File: config.mk
export PLATFORM = sky130hd
export DESIGN_NAME = lhv_ram
export DESIGN_NICKNAME = d
export VERILOG_FILES = /design/src/sv/lhv_ram.sv
export SDC_FILE = /design/constraint.sdc
export NUM_CORES = 2
export LEC_CHECK = 0
export ABC_AREA = 0
export BUFFER_PORTS_ARGS = -buffer_cell sky130_fd_sc_hd__buf_2
export CAP_MARGIN = 10
export CELL_PAD_IN_SITES_DETAIL_PLACEMENT = 1
export CELL_PAD_IN_SITES_GLOBAL_PLACEMENT = 1
export CORE_UTILIZATION = 30
export CTS_BUF_LIST = sky130_fd_sc_hd__clkbuf_4
export DETAILED_ROUTE_END_ITERATION = 16
export MAX_ROUTING_LAYER = met4
export PLACE_DENSITY_LB_ADDON = 0.2
export SKIP_CTS_REPAIR_TIMING = 1
export SYNTH_ARGS = -nofsm -noshare
export SYNTH_HDL_FRONTEND = slang
export SYNTH_SLANG_ARGS = --single-unit
File: constraint.sdc
create_clock -name i_clk -period 4.5 [get_ports i_clk]
set_input_delay 0.45 -clock i_clk [delete_from_list [all_inputs] [get_ports i_clk]]
set_output_delay 0.45 -clock i_clk [all_outputs]
set_load 0.1 [all_outputs]
File: src/sv/lhv_ram.sv
// ----------------------------------------------------------------------------
// lhv_ram
// Simple dual-port synchronous RAM, one write and one registered read port.
// ----------------------------------------------------------------------------
module lhv_ram #(
    parameter int AW = 8,
    parameter int DW = 8
) (
    input  logic          i_clk,
    input  logic          i_we,
    input  logic [AW-1:0] i_waddr,
    input  logic [DW-1:0] i_wdata,
    input  logic [AW-1:0] i_raddr,
    output logic [DW-1:0] o_rdata
);

    logic [DW-1:0] r_mem [(2**AW)-1:0];
    logic [DW-1:0] r_rdata;

    always_ff @(posedge i_clk) begin
        if (i_we) begin
            r_mem[i_waddr] <= i_wdata;
        end
        r_rdata <= r_mem[i_raddr];
    end

    assign o_rdata = r_rdata;

endmodule

Word-level counts from Yosys, hierarchy flattened
Memories as Yosys holds them, arrays and structs flattened. A register that Yosys moved wholly into a read port is not among the register bits.
Cells that the tools add are included.
{ "op_classes": {"n_mux": 2} }
{ "ops": {"columns": ["op", "count"], "rows": [
  ["1-bit 2-to-1 mux", 2]
]} }
{ "totals": {"ff_bits": 0, "ram_bits": 2048, "input_bits": 26, "out_inout_bits": 8, "elab_cells": 3, "memories": 1} }
{ "mem_list": {"columns": ["memory", "words", "word_bits", "rd", "rd_clocked_by_memory_dff", "write_ports", "line_no", "source"], "rows": [
  ["r_mem", 256, 8, 1, 1, 1, "17", "logic [DW-1:0] r_mem [(2**AW)-1:0];"]
]} }

Logic depth before layout (Yosys ltp)
{ "logic_depth": {"depth_word": 2, "mapped_depth": 11, "mapped_depth_nobuf": 6} }

Worst setup path after synthesis
Ideal clock, no wire load.
{ "synth_path": {"kind": "input to register", "from": "input port i_raddr[0]", "to": "register r_rdata[2], in the netlist o_rdata[2], read port of r_mem", "setup_ns": 0.131, "arrival_ns": 2.257, "slack_ns": 2.112, "cell_stages": 9, "cell_sequence": "buf_6 -> buf_12 -> buf_8 -> buf_2 -> mux4_2 -> a22oi_1 -> a21oi_1 -> nor4_1 -> nor4_2"} }
{ "synth_lines": {"columns": ["element", "line_no", "source"], "rows": [
  ["from (decl)", "13", "input logic [AW-1:0] i_raddr,"],
  ["to (decl)", "18", "logic [DW-1:0] r_rdata;"]
]} }

Worst setup path in the final report
{ "layout_path": {"from": "register r_rdata[1], in the netlist o_rdata[1], read port of r_mem", "to": "output port o_rdata[1]"} }
{ "layout_lines": {"columns": ["element", "line_no", "source"], "rows": [
  ["to (decl)", "14", "output logic [DW-1:0] o_rdata"]
]} }
No word-level cell between the ends.

==> results.cfg <==
[clock_tree]
clock_latency_ns = 1.37
cts-buffers-inserted = 581
cts_tree = done
clock_sinks = 2056
clock_tree.root_cell = clkbuf_4
h-tree-depth = 6
cts.path.max_buffers = 4
clk_pin_slew_worst_paths_ns = 0.06

[synthesis]
synth_seq_cells = 2056
yosys_warnings = 0
seq_area_frac_synth_pct = 77.5
synth_fp_nets = 3759
async_flop_share_pct = 0
synth_common_cells = edfxtp_1, mux4_2, nor2_1
netlist_area_um2 = 79600
yosysTopAreaCell = edfxtp_1
synthTopCellsByArea = edfxtp_1, mux4_2, mux2i_1
synth-edff-count = 2048
synth_cell_types = 55
synth_top_area_share_pct = 77.3
yosysMostFrequentCell = edfxtp_1
synth_ff_type = edfxtp_1
syn_area_per_cell_um2 = 21.3
netlist_instances = 3733

[place]
gp_congestion = 0.793
dp_hpwl_um = 144000
io_buffers = 33

[detailed_routing]
post-route-drc-count = 0
via_count = 41039
drt_iter0_markers = 3239
avgViaCountPerCell = 4.94
drtAntennaViolNets = 0
wl_per_cell_um = 28.1
dr.pass1.iters = 7
routed_wl_um = 234000

[critical_path]
cp_max_fo = 1
crit_path_top_delay_cell = dfxtp_1
slowest_delay_ns = 0.61
cp-start-kind = flop
startpoint = o_rdata[1]
reg2regPathDepth = 6
r2r_slack_ns = 1.65
timing.rr.end = o_rdata[0]
setup.worst_path.class = reg2out
cp.buffers_inverters = 1
critPathTopFamily = flip-flops
arrival_ns = 2.48
rr_startpoint = r_mem[83][0]
crit_chain = buf_2
critPathRequiredTime_ns = 4.05
endpoint = o_rdata[1]
cp.depth = 1
cp-end-kind = output pin

[final_layout]
drive_gt1_share_pct = 35.2
nNetsFinal = 4425
syn_to_final_growth_pct = 16.6

[power_and_ir_drop]
peakVddDrop_mv = 0.259
leakagePower_nw = 29.4
power.density_nw_per_um2 = 439

[global_route]
grt_max_degree = 145
grt-ovfl-total = 0
grt.total_usage_pct = 18.0
grt_pass1_wl_um = 330000
antenna_found_initial = 14
grt_pass1_vias = 43791

[run]
maxCapViolCount = 0

[timing]
hold-worst-slack_ns = 0.102
finalSetupViolations = 0
setup_tns_ns = 0
finalMaxSlewViolations = 0
fin_worst_skew_ns = 0.111
worst_pin_slew_ns = 1.26
post-route-min-period_ns = 2.93
rsz0062_at_grt = no
period_share_pct = 65.1
relSlewSlack_pct = 15.9
max_freq_mhz = 341
finalHoldViolCount = 0

[die]
core_region_area_um2 = 263000
rows = 188
die_w_um = 517
fp.dieH_um = 517
die_area_um2 = 267000
start_util_pct = 30.3
boundaryPins = 34

[min_path]
min_path_cells = 2
hp-class = in2reg

[run_status]
outcome = complete, no violations
[where the power goes]
group          leakage, nW  switching [mW]  internal [mW]
Sequential            18.5          0.0337           21.1
Clock                 4.39            7.80           9.61
Combinational         6.51            1.46          0.694
[cells by family (layout without fill, tap and decap cells)]
kind of cell | Yosys count | in the layout | synth area share [%]
other cells | 0 | 12 | 0
flops | 2056 | 2056 | 77.5
mux | 591 | 591 | 14.6
compound gates | 385 | 385 | 3.42
simple gates | 466 | 466 | 2.63
buf+inv | 235 | 1286 | 1.83
[per-stage QoR]
stage / total power, mW / setup slack (ns) / instances / utilization [%] / area [µm²]
CTS: 41.4 / 1.39 / 8281 / 35.2 / 92500
global placement: 23.7 / 0.325 / 7313 / 32.4 / 85200
global route: 42.3 / 1.45 / 8306 / 35.3 / 92700
detailed placement: 23.7 / 0.288 / 7313 / 32.4 / 85200
finish: 40.7 / 1.57 / 8311 / 35.3 / 92800
floorplan: 22.7 / 2.11 / 3733 / - / 79600
[metal layers]
layer	wire [µm]	vias to the layer above	track usage, %
met4	5290	0	5.63
met1	103000	22089	23.4
met5	0	-	-
met2	114000	1171	28.3
li1	-	17411	-
met3	11000	368	3.48
[worst min-delay path by stage]
| stage | from | end | slack, ns |
|---|---|---|---|
| final | i_wdata[4] | r_mem[80][4] | 0.10 |
| after global routing | i_wdata[4] | r_mem[80][4] | -0.02 |
| after CTS | i_wdata[4] | r_mem[224][4] | -0.66 |
| after detailed placement | i_wdata[4] | r_mem[84][4] | 0.85 |
| after global placement | i_wdata[4] | r_mem[85][4] | 0.85 |
| after floorplan | i_wdata[0] | r_mem[0][0] | 0.55 |
[cells in the final DEF, fill, tap and decap left out, types with 22 or more instances in the layout]
cell type / count
a22oi_1: 133
clkinv_1: 62
buf_4: 238
o221ai_1: 46
mux4_2: 454
nor2_1: 279
nand2_1: 33
o22ai_1: 28
edfxtp_1: 2048
mux2i_1: 134
buf_12: 29
nor4_1: 24
nor3_1: 22
nor2b_1: 28
clkbuf_4: 870
nand3_1: 28
a21oi_1: 96
[sequential cells by signal, indices dropped and copies added, names as in the netlist]
signal / flops
r_mem: 2048
o_rdata: 8
[area by class of cell]
| cell class | count | area, µm² |
|---|---|---|
| Timing Repair Buffer | 316 | 2800 |
| Clock inverter | 98 | 803 |
| Antenna cell | 12 | 30.0 |
| Sequential cell | 2056 | 61700 |
| Tap cell | 3515 | 4400 |
| Fill cell | 26309 | 170000 |
| Clock buffer | 870 | 6530 |
| Inverter | 2 | 7.51 |
| Multi-Input combinational cell | 1442 | 16500 |
(Power assumes the default switching activity.)
